### src/hdl/cpu_data_transfer_executor_unit_macros.svh
// Assertion macros for the data-transfer executor
`ifndef CPU_DATA_TRANSFER_EXECUTOR_UNIT_MACROS_SVH
`define CPU_DATA_TRANSFER_EXECUTOR_UNIT_MACROS_SVH

// Implication check, sampled on clk, off during reset
`define CDTE_ASSERT_IMP(label, ante, cons, msg) \
  label: assert property (@(posedge clk) disable iff (rst) (ante) |-> (cons)) \
    else $error(msg);

// Next-cycle implication check, sampled on clk, off during reset
`define CDTE_ASSERT_NEXT(label, ante, cons, msg) \
  label: assert property (@(posedge clk) disable iff (rst) (ante) |=> (cons)) \
    else $error(msg);

`endif

### src/hdl/cdte_pkg.sv
package cdte_pkg;

  localparam int ADDR_BITS_DEF = 16;

  // command codes
  localparam logic [1:0] CMD_WRITE   = 2'd0;
  localparam logic [1:0] CMD_READ    = 2'd1;
  localparam logic [1:0] CMD_STEP    = 2'd2;
  localparam logic [1:0] CMD_RESTART = 2'd3;

  // opcodes
  localparam logic [7:0] OP_HLT  = 8'h76;
  localparam logic [7:0] OP_MVIM = 8'h36;
  localparam logic [7:0] OP_LXIB = 8'h01;
  localparam logic [7:0] OP_LXID = 8'h11;
  localparam logic [7:0] OP_LXIH = 8'h21;
  localparam logic [7:0] OP_LXIS = 8'h31;
  localparam logic [7:0] OP_STA  = 8'h32;
  localparam logic [7:0] OP_LDA  = 8'h3A;
  localparam logic [7:0] OP_LHLD = 8'h2A;
  localparam logic [7:0] OP_SHLD = 8'h22;
  localparam logic [7:0] OP_SPHL = 8'hF9;
  localparam logic [7:0] OP_PCHL = 8'hE9;

  // register codes
  localparam logic [2:0] RC_M = 3'd6;
  localparam logic [2:0] RC_A = 3'd7;

  // memory address source
  typedef enum logic [2:0] {
    AS_CMD  = 3'd0,
    AS_PC   = 3'd1,
    AS_HL   = 3'd2,
    AS_W    = 3'd3,
    AS_W1   = 3'd4,
    AS_PC1  = 3'd5   // byte after the one pc points at
  } asel_t;

  // datapath operations issued by the controller
  typedef enum logic [3:0] {
    DO_NONE    = 4'd0,
    DO_RESTART = 4'd1,
    DO_LATCH_OP = 4'd2,  // opcode from mem, pc++
    DO_LATCH_LO = 4'd3,  // lo from mem, pc++
    DO_LATCH_HI = 4'd4,  // hi from mem, pc++
    DO_MVI     = 4'd5,   // dst reg <= mem data, pc++
    DO_MOV     = 4'd6,   // dst reg <= src reg
    DO_MOV_MEM = 4'd7,   // dst reg <= mem data
    DO_WIDE    = 4'd8,   // LXI, SPHL, PCHL
    DO_LDA     = 4'd9,
    DO_LHLD_L  = 4'd10,
    DO_LHLD_H  = 4'd11,
    DO_HALT    = 4'd12,
    DO_READ    = 4'd13,
    DO_LEN     = 4'd14   // set halt if pc >= length
  } dop_t;

  typedef struct packed {
    logic        mem_we;
    asel_t       asel;
    logic [1:0]  wsel;   // 0 cmd byte, 1 src reg, 2 L, 3 H / A
    dop_t        op;
    logic        done;
  } dp_cmd_t;

  typedef struct packed {
    logic [7:0] opcode;
    logic       halted;
    logic       at_end;
  } dp_stat_t;

endpackage

### src/hdl/cdte_ctrl.sv
module cdte_ctrl
  import cdte_pkg::*;
(
  input  logic       clk,
  input  logic       rst,
  input  logic       start,
  input  logic [1:0] cmd,
  input  dp_stat_t   stat,
  output dp_cmd_t    dcmd,
  output logic       busy,
  output logic       strobe
);

`include "cpu_data_transfer_executor_unit_macros.svh"

  typedef enum logic [10:0] {
    S_IDLE  = 11'b00000000001,
    S_READ  = 11'b00000000010,
    S_OPC   = 11'b00000000100,
    S_DEC   = 11'b00000001000,
    S_LO    = 11'b00000010000,
    S_HI    = 11'b00000100000,
    S_EXE   = 11'b00001000000,
    S_MEM1  = 11'b00010000000,
    S_MEM2  = 11'b00100000000,
    S_LEN   = 11'b01000000000,
    S_DONE  = 11'b10000000000
  } state_t;

  state_t state, state_next;
  logic   strobe_next;
  logic [7:0] op;
  logic is_mov, is_mvi, is_wide, is_abs;

  assign op      = stat.opcode;
  assign is_mov  = (op[7:6] == 2'b01) && (op != OP_HLT);
  assign is_mvi  = ((op & 8'hC7) == 8'h06) && (op != OP_MVIM);
  assign is_abs  = (op == OP_STA) || (op == OP_LDA) || (op == OP_LHLD) || (op == OP_SHLD);
  assign is_wide = (op == OP_LXIB) || (op == OP_LXID) || (op == OP_LXIH) ||
                   (op == OP_LXIS) || is_abs;

  // next state and datapath command
  always_comb begin
    state_next  = state;
    strobe_next = 1'b0;
    dcmd        = '{mem_we: 1'b0, asel: AS_PC, wsel: 2'd0, op: DO_NONE, done: 1'b0};
    case (state)
      S_IDLE: begin
        if (start) begin
          case (cmd)
            CMD_WRITE: begin
              dcmd.mem_we = 1'b1;
              dcmd.asel   = AS_CMD;
              dcmd.done   = 1'b1;
              strobe_next = 1'b1;
              state_next  = S_DONE;
            end
            CMD_READ: begin
              dcmd.asel  = AS_CMD;
              state_next = S_READ;
            end
            CMD_STEP: begin
              if (stat.halted) begin
                dcmd.done   = 1'b1;
                strobe_next = 1'b1;
                state_next  = S_DONE;
              end else if (stat.at_end) begin
                dcmd.op     = DO_HALT;
                dcmd.done   = 1'b1;
                strobe_next = 1'b1;
                state_next  = S_DONE;
              end else begin
                state_next = S_OPC;
              end
            end
            default: begin
              dcmd.op     = DO_RESTART;
              dcmd.done   = 1'b1;
              strobe_next = 1'b1;
              state_next  = S_DONE;
            end
          endcase
        end
      end
      S_READ: begin
        dcmd.op     = DO_READ;
        dcmd.done   = 1'b1;
        strobe_next = 1'b1;
        state_next  = S_DONE;
      end
      S_OPC: begin
        dcmd.op    = DO_LATCH_OP;
        state_next = S_DEC;
      end
      S_DEC: begin
        // opcode known, pc points past it; issue first access
        if (op == OP_HLT) begin
          dcmd.op    = DO_HALT;
          state_next = S_LEN;
        end else if (is_mov) begin
          if (op[5:3] == RC_M && op[2:0] != RC_M) begin
            dcmd.asel   = AS_HL;
            dcmd.mem_we = 1'b1;
            dcmd.wsel   = 2'd1;
            state_next  = S_LEN;
          end else if (op[2:0] == RC_M) begin
            dcmd.asel  = AS_HL;
            state_next = S_MEM1;
          end else begin
            dcmd.op    = DO_MOV;
            state_next = S_LEN;
          end
        end else if (is_mvi) begin
          dcmd.asel  = AS_PC;
          state_next = S_MEM1;
        end else if (is_wide) begin
          dcmd.asel  = AS_PC;
          state_next = S_LO;
        end else if (op == OP_SPHL || op == OP_PCHL) begin
          dcmd.op    = DO_WIDE;
          state_next = S_LEN;
        end else begin
          state_next = S_LEN;
        end
      end
      S_MEM1: begin
        if (is_mvi) dcmd.op = DO_MVI;
        else dcmd.op = DO_MOV_MEM;
        state_next = S_LEN;
      end
      S_LO: begin
        // pc still points at the low byte; fetch the high byte behind it
        dcmd.op    = DO_LATCH_LO;
        dcmd.asel  = AS_PC1;
        state_next = S_HI;
      end
      S_HI: begin
        dcmd.op    = DO_LATCH_HI;
        state_next = S_EXE;
      end
      S_EXE: begin
        if (!is_abs) begin
          dcmd.op    = DO_WIDE;
          state_next = S_LEN;
        end else if (op == OP_STA) begin
          dcmd.asel   = AS_W;
          dcmd.mem_we = 1'b1;
          dcmd.wsel   = 2'd3;
          state_next  = S_LEN;
        end else if (op == OP_SHLD) begin
          dcmd.asel   = AS_W;
          dcmd.mem_we = 1'b1;
          dcmd.wsel   = 2'd2;
          state_next  = S_MEM2;
        end else begin
          dcmd.asel  = AS_W;
          state_next = S_MEM1;
          if (op == OP_LHLD) state_next = S_MEM2;
        end
      end
      S_MEM2: begin
        if (op == OP_SHLD) begin
          dcmd.asel   = AS_W1;
          dcmd.mem_we = 1'b1;
          dcmd.wsel   = 2'd3;
          state_next  = S_LEN;
        end else begin
          // LHLD: low byte arrives, request high byte
          dcmd.op    = DO_LHLD_L;
          dcmd.asel  = AS_W1;
          state_next = S_MEM1;
        end
      end
      S_LEN: begin
        dcmd.op     = DO_LEN;
        dcmd.done   = 1'b1;
        strobe_next = 1'b1;
        state_next  = S_DONE;
      end
      S_DONE: begin
        state_next = S_IDLE;
      end
      default: state_next = S_IDLE;
    endcase
    // LDA and LHLD high byte share S_MEM1 with MOV r,M
    if (state == S_MEM1 && op == OP_LDA)  dcmd.op = DO_LDA;
    if (state == S_MEM1 && op == OP_LHLD) dcmd.op = DO_LHLD_H;
  end

  always_ff @(posedge clk) begin
    if (rst) begin
      state  <= S_IDLE;
      strobe <= 1'b0;
    end else begin
      state  <= state_next;
      strobe <= strobe_next;
    end
  end

  assign busy = (state != S_IDLE);

  `CDTE_ASSERT_IMP(a_strobe_done, strobe, state == S_DONE, "strobe outside done state")
  `CDTE_ASSERT_NEXT(a_start_busy, start && !busy, busy, "accepted command did not go busy")
  `CDTE_ASSERT_IMP(a_no_we_idle, state == S_IDLE && !start, !dcmd.mem_we, "write while idle")

endmodule

### config.mk
export PLATFORM = sky130hd
export DESIGN_NAME = cdte_ctrl
export DESIGN_NICKNAME = d
export VERILOG_FILES = /design/src/hdl/cdte_pkg.sv /design/src/hdl/cdte_ctrl.sv
export VERILOG_INCLUDE_DIRS = /design/src /design/src/hdl
export SDC_FILE = /design/constraint.sdc
export NUM_CORES = 1
export LEC_CHECK = 0
export BUFFER_PORTS_ARGS = -buffer_cell sky130_fd_sc_hd__buf_4
export CAP_MARGIN = 20
export CELL_PAD_IN_SITES_DETAIL_PLACEMENT = 1
export CELL_PAD_IN_SITES_GLOBAL_PLACEMENT = 1
export CORE_ASPECT_RATIO = 0.9
export CORE_MARGIN = 2
export CORE_UTILIZATION = 42
export CTS_CLUSTER_DIAMETER = 60
export DETAILED_ROUTE_END_ITERATION = 10
export PLACE_DENSITY_LB_ADDON = 0.12
export SLEW_MARGIN = 10
export SYNTH_ARGS = -nofsm -noshare
export SYNTH_HDL_FRONTEND = slang
export SYNTH_SLANG_ARGS = --single-unit
### constraint.sdc
create_clock -name clk -period 3.1 [get_ports clk]
set_input_delay 0.465 -clock clk [delete_from_list [all_inputs] [get_ports clk]]
set_output_delay 0.465 -clock clk [all_outputs]
set_load 0.005 [all_outputs]
==> results of run 1 <==
[through the flow]
stage | std cells | power, W | utilization (%) | worst slack, ns
2_1_floorplan | 156 | 0.000236 | - | 0.907
3_3_place_gp | 217 | 0.000284 | 51.2 | 0.499
3_5_place_dp | 217 | 0.000287 | 51.2 | 0.450
4_1_cts | 221 | 0.000417 | 52.5 | 0.137
5_1_grt | 221 | 0.000444 | 52.5 | 0.000738
6_report | 221 | 0.000414 | 52.5 | 0.137
[worst reg2reg max path, delay by kind of cell (launching register included)]
family,cells,cell delay (ns)
and+or+nand+nor,3,1.25
DFF,1,0.43
AOI/OAI and AO/OA,2,0.32
[routing by layer]
| layer | vias up | global-route usage [%] | wire [µm] | part of all wire [%] |
|---|---|---|---|---|
| met1 | 635 | 39.7 | 1890 | 48 |
| li1 | 635 | - | - | - |
| met4 | 0 | 8.39 | 69 | 1.8 |
| met2 | 42 | 35.8 | 1770 | 45 |
| met3 | 7 | 3.28 | 218 | 5.5 |
| met5 | - | 0 | 0 | 0 |
[registers in the layout, indices dropped and copies added (netlist names)]
signal	count
state	11
strobe	1
[power by group through the flow]
| stage | Combinational, W | Sequential, W | Clock, W |
|---|---|---|---|
| finish | 0.000118 | 0.000167 | 0.000129 |
| global route | 0.000129 | 0.000168 | 0.000147 |
| CTS | 0.000118 | 0.000167 | 0.000132 |
| detailed placement | 0.000117 | 0.000170 | 0 |
| global placement | 0.000115 | 0.000169 | 0 |
| floorplan | 0.0000722 | 0.000164 | 0 |
[layout make-up]
cell class,instances,area (µm²)
Fill cell,373,1320
Multi-Input combinational cell,130,885
Sequential cell,12,240
Timing Repair Buffer,30,225
Tap cell,40,50.0
Clock buffer,4,36.3
Inverter,5,18.8
[cell usage in the layout, fill, tap and decap left out, types with 3 or more instances in the layout]
cell type  count
nand2_1       13
a21oi_1        6
dfxtp_1       12
or3_1          4
nand4_1        6
nor4_1         6
nand3b_1       3
nor2_1        15
nor3_1         9
and4_1         3
xnor2_1        6
ha_1           4
nor2b_1        6
clkbuf_4       3
o21ai_0        8
nor3b_1        3
inv_1          5
buf_4         30
[path summary, 6_finish.rpt]
path | start | end | slack, ns
setup / recovery | state[6] | dcmd[2] | 0.14
hold / removal | stat[6] | state[8] | 0.43
setup reg to reg | state[6] | state[9] | 1.02
hold reg to reg | state[5] | state[6] | 0.60
[cell families (layout without fill, tap and decap cells)]
group | Yosys count | in the layout | share of synthesized area, %
adders and majority gates | 4 | 4 | 4.08
buffers and inverters | 14 | 39 | 8.36
DFF | 12 | 12 | 19.6
xor gates and xnor gates | 7 | 7 | 5.00
AOI/OAI and AO/OA | 28 | 28 | 15.8
and+or+nand+nor | 91 | 91 | 47.2
==> results.ini, run 1 <==
[global_route]
grt.total_usage_pct=25.6
grt_overflow=0
grt_pass1_vias=1343
antenna_found_initial=0
grt_max_degree=12
grt_pass1_wl_um=6560

[synth]
synth_area_mm2=0.00123
seq_area_frac_synth_pct=19.6
syn-mean-instance-area_um2=7.87
syn-num-nets=175
synth_edf_count=0
ys_seq_elements=12
synthTopCellsByArea=dfxtp_1 20%, nor2_1 4.6%, xnor2_1 4.3%
syn_inst=156
ys_async_sr_fraction_pct=0
synth_top_cells_by_count=15 x nor2_1, 13 x nand2_1, 12 x dfxtp_1
synth_ff_type=dfxtp_1
yosysMostFrequentCell=nor2_1
synth_top_area_cell=dfxtp_1
synth_top_cell_area_share_pct=19.6
yosysWarnings=0
yosysUniqueCellTypes=52

[worst_setup_path]
crit_chain=nor4_4 -> nand2_1 -> a2111oi_2 -> a211oi_1 -> a222oi_1 -> buf_4
cp-start-kind=register
slowest_stage=nor4_4
reg2reg_depth=5
path_delay_family=compound AO/OA/AOI/OAI gates
cp.arrival_ns=2.50
slowest_delay_ns=0.60
path_class=register to output pin
critPathRequiredTime_ns=2.63
path_max_fanout=9
worst-path-buf-inv=1
crit_path_end_kind=output pin
critical_path_cell_count=6

[sta]
final_max_slew_viol_count=0
tightest_slew_ns=0.690
hold_viol=0
relSlewSlack_pct=53.6
fin_crit_sh_pct=95.6
period_minus_slack_ns=2.96
rsz0062_at_grt=no
max_freq_ghz=0.337
setup_violations=0
skew_ns=0.00202
tns_ns=0
hold_slack_ns=0.430

[finish]
fin_area_mm2=0.00146
drive_gt1_share_pct=26.5
diodes=0
layout.nets=201
synthToLayoutAreaGrowth_pct=18.6

[die]
start_util_pct=44.3
die_h_um=55.3
die-area_mm2=0.00337
chipWidth_um=61.0
rows=18
core_area_mm2=0.00277
ioPinCount=28

[clock_network]
clockBufferDepth=2
cts_tree=yes
cts_buffers=3
holdBufCountCts=0
cts.clk_slew.worst_paths_ns=0.08
root_buffer=clkbuf_4
cts_resized=0
post-cts-setup-buffers=0
cts_sinks=12
clock_latency_ns=0.28
htreeDepth=1

[hold_path]
hold_depth=2
hold_path.class=input pin to register

[place]
post-dp-hpwl_um=3140
numPortBuffers=27
place_area_mm2=0.00142
place_congestion=0.886

[pwr]
pwr-share-clk_pct=31.2
power_switching_w=0.000126
power.leakage_nw=0.610
comb_power_share_pct=28.5
power_frac_seq_pct=40.3
switching_share_pct=30.3
vdd_drop_max_v=0.000115
cellPowerDensity_mw_per_mm2=285
power.internal_w=0.000289

[run_status]
run_status=finished clean

[route]
wl_um=3940
via_per_inst=5.97
drt_iter0_markers=55
firstDrtPassIters=4
ant_nets=0
drc=0
vias=1319
routedWlPerCell_um=17.8

[flow_run]
cap_violations=0

Power figures use the tool's default switching activity.
==> run 2: changes to the inputs <==
--- a/config.mk
+++ b/config.mk
@@ -6,16 +6,18 @@
 export SDC_FILE = /design/constraint.sdc
 export NUM_CORES = 1
 export LEC_CHECK = 0
+export ABC_AREA = 1
 export BUFFER_PORTS_ARGS = -buffer_cell sky130_fd_sc_hd__buf_4
 export CAP_MARGIN = 20
 export CELL_PAD_IN_SITES_DETAIL_PLACEMENT = 1
 export CELL_PAD_IN_SITES_GLOBAL_PLACEMENT = 1
 export CORE_ASPECT_RATIO = 0.9
 export CORE_MARGIN = 2
-export CORE_UTILIZATION = 42
+export CORE_UTILIZATION = 39
 export CTS_CLUSTER_DIAMETER = 60
 export DETAILED_ROUTE_END_ITERATION = 10
 export PLACE_DENSITY_LB_ADDON = 0.12
+export RECOVER_POWER = 25
 export SLEW_MARGIN = 10
 export SYNTH_ARGS = -nofsm -noshare
 export SYNTH_HDL_FRONTEND = slang
==> run 2 against run 1 <==
First-iteration DRC count decreased by 20%. Clock skew increased by 0.0028 ns. Setup slack improved by 0.36 ns. Global-route usage decreased by 2.2 points. Sequential power decreased by 2%. Combinational power increased by 5%. Critical path type unchanged. Critical endpoint is now dcmd[10].
==> results.ini, run 2 <==
[global_route]
grt.total_usage_pct=23.4  ; -2.2 points
grt_max_degree=12  ; unchanged
grt_pass1_vias=1498  ; +12%
antenna_found_initial=0  ; unchanged
grt_pass1_wl_um=6610  ; +0.75%
grt_overflow=0  ; unchanged

[worst_setup_path]
reg2reg_depth=7  ; +2
cp.arrival_ns=2.14  ; -0.36 ns
path_max_fanout=8  ; -1
worst-path-buf-inv=2  ; +1
path_class=register to output pin
critPathRequiredTime_ns=2.63  ; about the same
slowest_stage=nor2_1
critPathMostFrequentCell=nor2_1
r2r_start=state[5]
crit_path_end_kind=output pin
cp-start-kind=register
crit_chain=nor2_1 -> nand2_4 -> nor2_1 -> nand2_2 -> inv_4 -> nand4_1 -> o311ai_1 -> buf_4
path_delay_family=simple AND/OR/NAND/NOR gates
slowest_delay_ns=0.36  ; -0.24 ns
rrSetupSlack_ns=1.35  ; +0.33 ns
r2r_end=strobe

[pwr]
power_switching_w=0.000136  ; +8.5%
power.leakage_nw=0.744  ; +22%
comb_power_share_pct=29.7  ; +1.2 points
power.internal_w=0.000280  ; -2.9%
vdd_drop_max_v=0.000249  ; +120%
power_frac_seq_pct=39.2  ; -1.1 points
cellPowerDensity_mw_per_mm2=287  ; +0.71%
pwr-share-clk_pct=31.1  ; about the same
switching_share_pct=32.7  ; +2.4 points

[synth]
seq_area_frac_synth_pct=20.1  ; +0.51 points
ys_seq_elements=12  ; unchanged
synth_compound_area_share_pct=9.73  ; -6.1 points
synth_top_cells_by_count=42 x nand2_1, 36 x nor2_1, 30 x inv_1
yosysUniqueCellTypes=34  ; -35%
synthTopCellsByArea=dfxtp_1 20%, nand2_1 13%, nor2_1 11%
synth_ff_type=dfxtp_1
syn-num-nets=218  ; +25%
syn-mean-instance-area_um2=6.01  ; -24%
synth_top_area_cell=dfxtp_1
synth_top_cell_area_share_pct=20.1  ; +0.51 points
synthMuxAreaShare_pct=0  ; unchanged
synth_xor_area_share_pct=0  ; -5.0 points
ys_async_sr_fraction_pct=0  ; unchanged
synth_edf_count=0  ; unchanged
yosysWarnings=0  ; unchanged
syn_inst=199  ; +28%
synth_area_mm2=0.00120  ; -2.5%
yosysMostFrequentCell=nand2_1
synth_top_family_by_area=simple AND/OR/NAND/NOR gates
synthAdderAreaFrac_pct=4.18  ; +0.11 points
synthSimpleGateAreaFrac_pct=53.9  ; +6.7 points

[clock_network]
cts_tree=yes
post-cts-setup-buffers=0  ; unchanged
holdBufCountCts=0  ; unchanged
cts_sinks=12  ; unchanged
cts_resized=0  ; unchanged
htreeDepth=1  ; unchanged
clockBufferDepth=2  ; unchanged
clock_latency_ns=0.28  ; about the same
root_buffer=clkbuf_4
cts.clk_slew.worst_paths_ns=0.08  ; about the same
cts_buffers=3  ; unchanged

[die]
start_util_pct=39.9  ; -4.4 points
chipWidth_um=62.4  ; +2.3%
die_h_um=56.5  ; +2.3%
die-area_mm2=0.00353  ; +4.6%
rows=19  ; +1
core_area_mm2=0.00300  ; +8.1%
ioPinCount=28  ; unchanged

[route]
drt_iter0_markers=44  ; -20%
via_per_inst=5.08  ; -15%
routedWlPerCell_um=14.1  ; -21%
wl_um=3820  ; -3.2%
drc=0  ; unchanged
ant_nets=0  ; unchanged
vias=1372  ; +4.0%
firstDrtPassIters=4  ; unchanged

[sta]
tns_ns=0  ; unchanged
setup_violations=0  ; unchanged
hold_viol=0  ; unchanged
fin_crit_sh_pct=84.0  ; -12 points
layout_setup_ws_ns=0.496  ; +0.360 ns
max_freq_ghz=0.384  ; +14%
final_max_slew_viol_count=0  ; unchanged
period_minus_slack_ns=2.60  ; -0.360 ns
skew_ns=0.00477  ; +0.00275 ns
tightest_slew_ns=0.443  ; -0.247 ns
rsz0062_at_grt=no
relSlewSlack_pct=70.4  ; +17 points

[finish]
fin_area_mm2=0.00145  ; -0.17%
final_cell_mix=42 x nand2_1, 38 x nor2_1, 30 x inv_1
drive_gt1_share_pct=23.2  ; -3.3 points
synthToLayoutAreaGrowth_pct=21.4
final_common_cell=nand2_1
top_regs=state x11, strobe x1
layout.nets=248  ; +23%
diodes=0  ; unchanged
stdcell_count=270  ; +22%
largest_register_ffs=11  ; unchanged
regMostFlops=state

[run_status]
run_status=finished clean

[hold_path]
hold_path.class=input pin to register
min-delay-start=stat[0]
hold_end=state[2]
hold_depth=4  ; +2

[place]
dp.cells=266  ; +23%
dp_slack_ns=0.845  ; +0.395 ns
place_congestion=0.836  ; -5.6%
place_area_mm2=0.00144  ; +1.5%
numPortBuffers=27  ; unchanged
post-dp-hpwl_um=3300  ; +5.3%

[flow_run]
cap_violations=0  ; unchanged

## run 2: per-stage QoR
stage | hold WS (ns) | power [W] | util (%)
after floorplan | 0.508 | 0.000242 | -
after global placement | 0.541 | 0.000288 | 48.1
after detailed placement | 0.568 | 0.000293 | 48.1
after CTS | 0.440 | 0.000423 | 49.3
after global routing | 0.443 | 0.000444 | 48.5
final | 0.440 | 0.000416 | 48.5
## run 2: worst max-delay path by stage
stage             start        to  slack, ns  cells after the start
2_1_floorplan    cmd[0]   dcmd[3]       1.17                      8
3_3_place_gp     cmd[0]   dcmd[3]       0.87                     10
3_5_place_dp     cmd[0]   dcmd[3]       0.84                     10
4_1_cts        state[1]  dcmd[10]       0.72                     10
5_1_grt        state[5]   dcmd[2]       0.32                     10
6_report       state[5]  dcmd[10]       0.50                      8
## run 2: final cells by class
cell class,count,area (µm²)
Fill cell,461,1540
Sequential cell,12,240
Tap cell,42,52.6
Clock buffer,4,36.3
Multi-Input combinational cell,150,787
Timing Repair Buffer,27,203
Inverter,35,134
## run 2: power by group through the flow
stage	clock network [W]	registers [W]	logic, W
floorplan	0	0.000165	0.0000766
global placement	0	0.000166	0.000122
detailed placement	0	0.000166	0.000127
CTS	0.000132	0.000163	0.000128
global route	0.000142	0.000164	0.000139
finish	0.000130	0.000163	0.000124
## run 2: tightest hold or removal path: stages
cell	delay (ns)
buf_4	0.08
nor2_1	0.05
nand2_1	0.05
nor3_1	0.04
## run 2: logic make-up after synthesis
family | count (synthesis)
simple gates | 127
buf+inv | 37
compound gates | 19
flops | 12
fa+ha+maj | 4
## run 2: routing by layer
metal	global-route usage [%]	up-vias	part of all wire, %
met5	0	-	0
met4	3.17	0	0
met3	4.81	0	3.9
met2	43.0	26	50
met1	28.9	654	46
li1	-	692	-
==> run 3: changes to the inputs <==
--- a/config.mk
+++ b/config.mk
@@ -13,7 +13,7 @@
 export CELL_PAD_IN_SITES_GLOBAL_PLACEMENT = 1
 export CORE_ASPECT_RATIO = 0.9
 export CORE_MARGIN = 2
-export CORE_UTILIZATION = 39
+export CORE_UTILIZATION = 36
 export CTS_CLUSTER_DIAMETER = 60
 export DETAILED_ROUTE_END_ITERATION = 10
 export PLACE_DENSITY_LB_ADDON = 0.12
==> constraint.sdc (replaced) <==
create_clock -name clk -period 2.5 [get_ports clk]
set_input_delay 0.375 -clock clk [delete_from_list [all_inputs] [get_ports clk]]
set_output_delay 0.375 -clock clk [all_outputs]
set_load 0.005 [all_outputs]
==> run 3 against run 2 <==
Wire length is 1.9% lower. Largest cell class unchanged. Utilization fell by 0.57 points. Combinational power grew 23%. Critical endpoint unchanged. Via count about the same.
==> results.ini, run 3 (synthesis results as in run 2) <==
[pwr]
power.leakage_nw=0.760  ; +2.2%
cellPowerDensity_mw_per_mm2=382  ; +33%
finalPower_w=0.000570  ; +37%
vdd_drop_max_v=0.000299  ; +20%

[sta]
fin_crit_sh_pct=87.1
layout_setup_ws_ns=0.322  ; -0.175 ns
rsz0062_at_grt=no
tightest_slew_ns=0.422  ; -0.0207 ns
period_minus_slack_ns=2.18
setup_violations=0  ; unchanged
max_freq_ghz=0.459
hold_slack_ns=0.405  ; -0.0349 ns
tns_ns=0  ; unchanged
relSlewSlack_pct=71.8  ; +1.5 points
skew_ns=0.00147  ; -0.00330 ns
final_max_slew_viol_count=0  ; unchanged
hold_viol=0  ; unchanged

[die]
chipWidth_um=64.8  ; +3.8%
die-area_mm2=0.00380  ; +7.8%
rows=19  ; unchanged
die_h_um=58.7  ; +3.8%
ioPinCount=28  ; unchanged
core_area_mm2=0.00311  ; +4.0%
start_util_pct=38.4  ; -1.5 points

[finish]
diodes=0  ; unchanged
top_regs=state x11, strobe x1
synthToLayoutAreaGrowth_pct=24.8
fill_cells=448  ; -2.8%
layout.nets=248  ; unchanged
regMostFlops=state
drive_gt1_share_pct=24.1  ; +0.88 points
final_cell_mix=43 x nand2_1, 36 x nor2_1, 30 x inv_1
largest_register_ffs=11  ; unchanged
final_common_cell=nand2_1

[clock_network]
post-cts-setup-buffers=0  ; unchanged
root_buffer=clkbuf_8
cts_sinks=12  ; unchanged
htreeDepth=1  ; unchanged
clock_latency_ns=0.24  ; -0.04 ns
holdBufCountCts=0  ; unchanged
cts.clk_slew.worst_paths_ns=0.05  ; -0.03 ns
cts_tree=yes
cts_buffers=3  ; unchanged
cts_resized=0  ; unchanged
clockBufferDepth=2  ; unchanged

[worst_setup_path]
path_delay_family=simple AND/OR/NAND/NOR gates
r2r_end=strobe
worst-path-buf-inv=2  ; unchanged
cp.arrival_ns=1.80  ; -0.34 ns
reg2reg_depth=7  ; unchanged
crit_chain=nor2_4 -> nand2_4 -> nor2_4 -> nand2_2 -> inv_2 -> nand2_1 -> o21ai_0 -> nand2_1 -> o311ai_1 -> buf_4
cp-start-kind=register
crit_path_end_kind=output pin
rrSetupSlack_ns=1.03  ; -0.32 ns
path_class=register to output pin
r2r_start=state[6]
path_max_fanout=5  ; -3
slowest_delay_ns=0.35  ; about the same
critPathRequiredTime_ns=2.12  ; -0.51 ns
slowest_stage=dfxtp_1

[global_route]
antenna_found_initial=0  ; unchanged
grt_overflow=0  ; unchanged
grt.total_usage_pct=21.8  ; -1.6 points
grt_pass1_vias=1423  ; -5.0%
grt_pass1_wl_um=6300  ; -4.7%
grt_max_degree=12  ; unchanged

[hold_path]
hold_depth=2  ; -2
min-delay-start=rst
hold_path.class=input pin to register
hold_end=state[9]

[route]
vias=1371  ; -0.073%
firstDrtPassIters=4  ; unchanged
wl_met2_um=1930  ; +0.94%
top_layer=met4
wl_met1_um=1690  ; -3.8%
via_per_inst=5.08  ; about the same
routedWlPerCell_um=13.9  ; -1.9%
ant_nets=0  ; unchanged
drc=0  ; unchanged
drt_iter0_markers=54  ; +23%
dr_wl_met3_um=88  ; -41%
wl_um=3740  ; -1.9%

[place]
place_congestion=0.825  ; -1.3%
post-dp-hpwl_um=3190  ; -3.5%
dp_slack_ns=0.312  ; -0.533 ns
numPortBuffers=27  ; unchanged

[run_status]
run_status=finished clean

[flow_run]
cap_violations=0  ; unchanged

==> run 3: cell counts in the layout (fill, tap and decap cells not counted) <==
Identical to the previous run, type by type.
==> run 3: final cells by class <==
class / count / area (µm²) / share of cell area, %
multi-input cells: 150 / 808 / 54.1
inverters: 35 / 134 / 8.97
flip-flops and latches: 12 / 240 / 16.1
repair buffers: 27 / 203 / 13.6
clock buffers: 4 / 55.1 / 3.69
well taps: 42 / 52.6 / 3.52
==> run 3: metrics by stage <==
step	std cells	utilization, %	cell area, µm²
floorplan	199	-	1200
global route	270	47.9	1490
global placement	266	46.2	1440
detailed placement	266	46.2	1440
CTS	270	48.0	1500
finish	270	47.9	1490
==> run 3: how the worst max path moves through the flow <==
stage	cells past startpoint	from	slack [ns]	endpoint
finish	10	state[10]	0.32	dcmd[10]
floorplan	8	cmd[0]	0.75	dcmd[3]
global placement	10	cmd[0]	0.44	dcmd[3]
global route	10	state[2]	0.13	dcmd[10]
detailed placement	10	cmd[0]	0.31	dcmd[3]
CTS	10	state[2]	0.29	dcmd[10]
==> run 3: where the power goes <==
group | leakage [nW] | switching (W) | internal, W
Clock | 0.0288 | 0.0000758 | 0.000139
Combinational | 0.634 | 0.0000881 | 0.0000637
Sequential | 0.0973 | 0.00000562 | 0.000197
Total | 0.760 | 0.000169 | 0.000400
==> run 3: per-layer routing <==
metal  vias up  GRT usage [%]
li1        695              -
met1       654           26.1
met2        17           40.5
met3         5           4.02
met4         0           5.47
met5         -              0
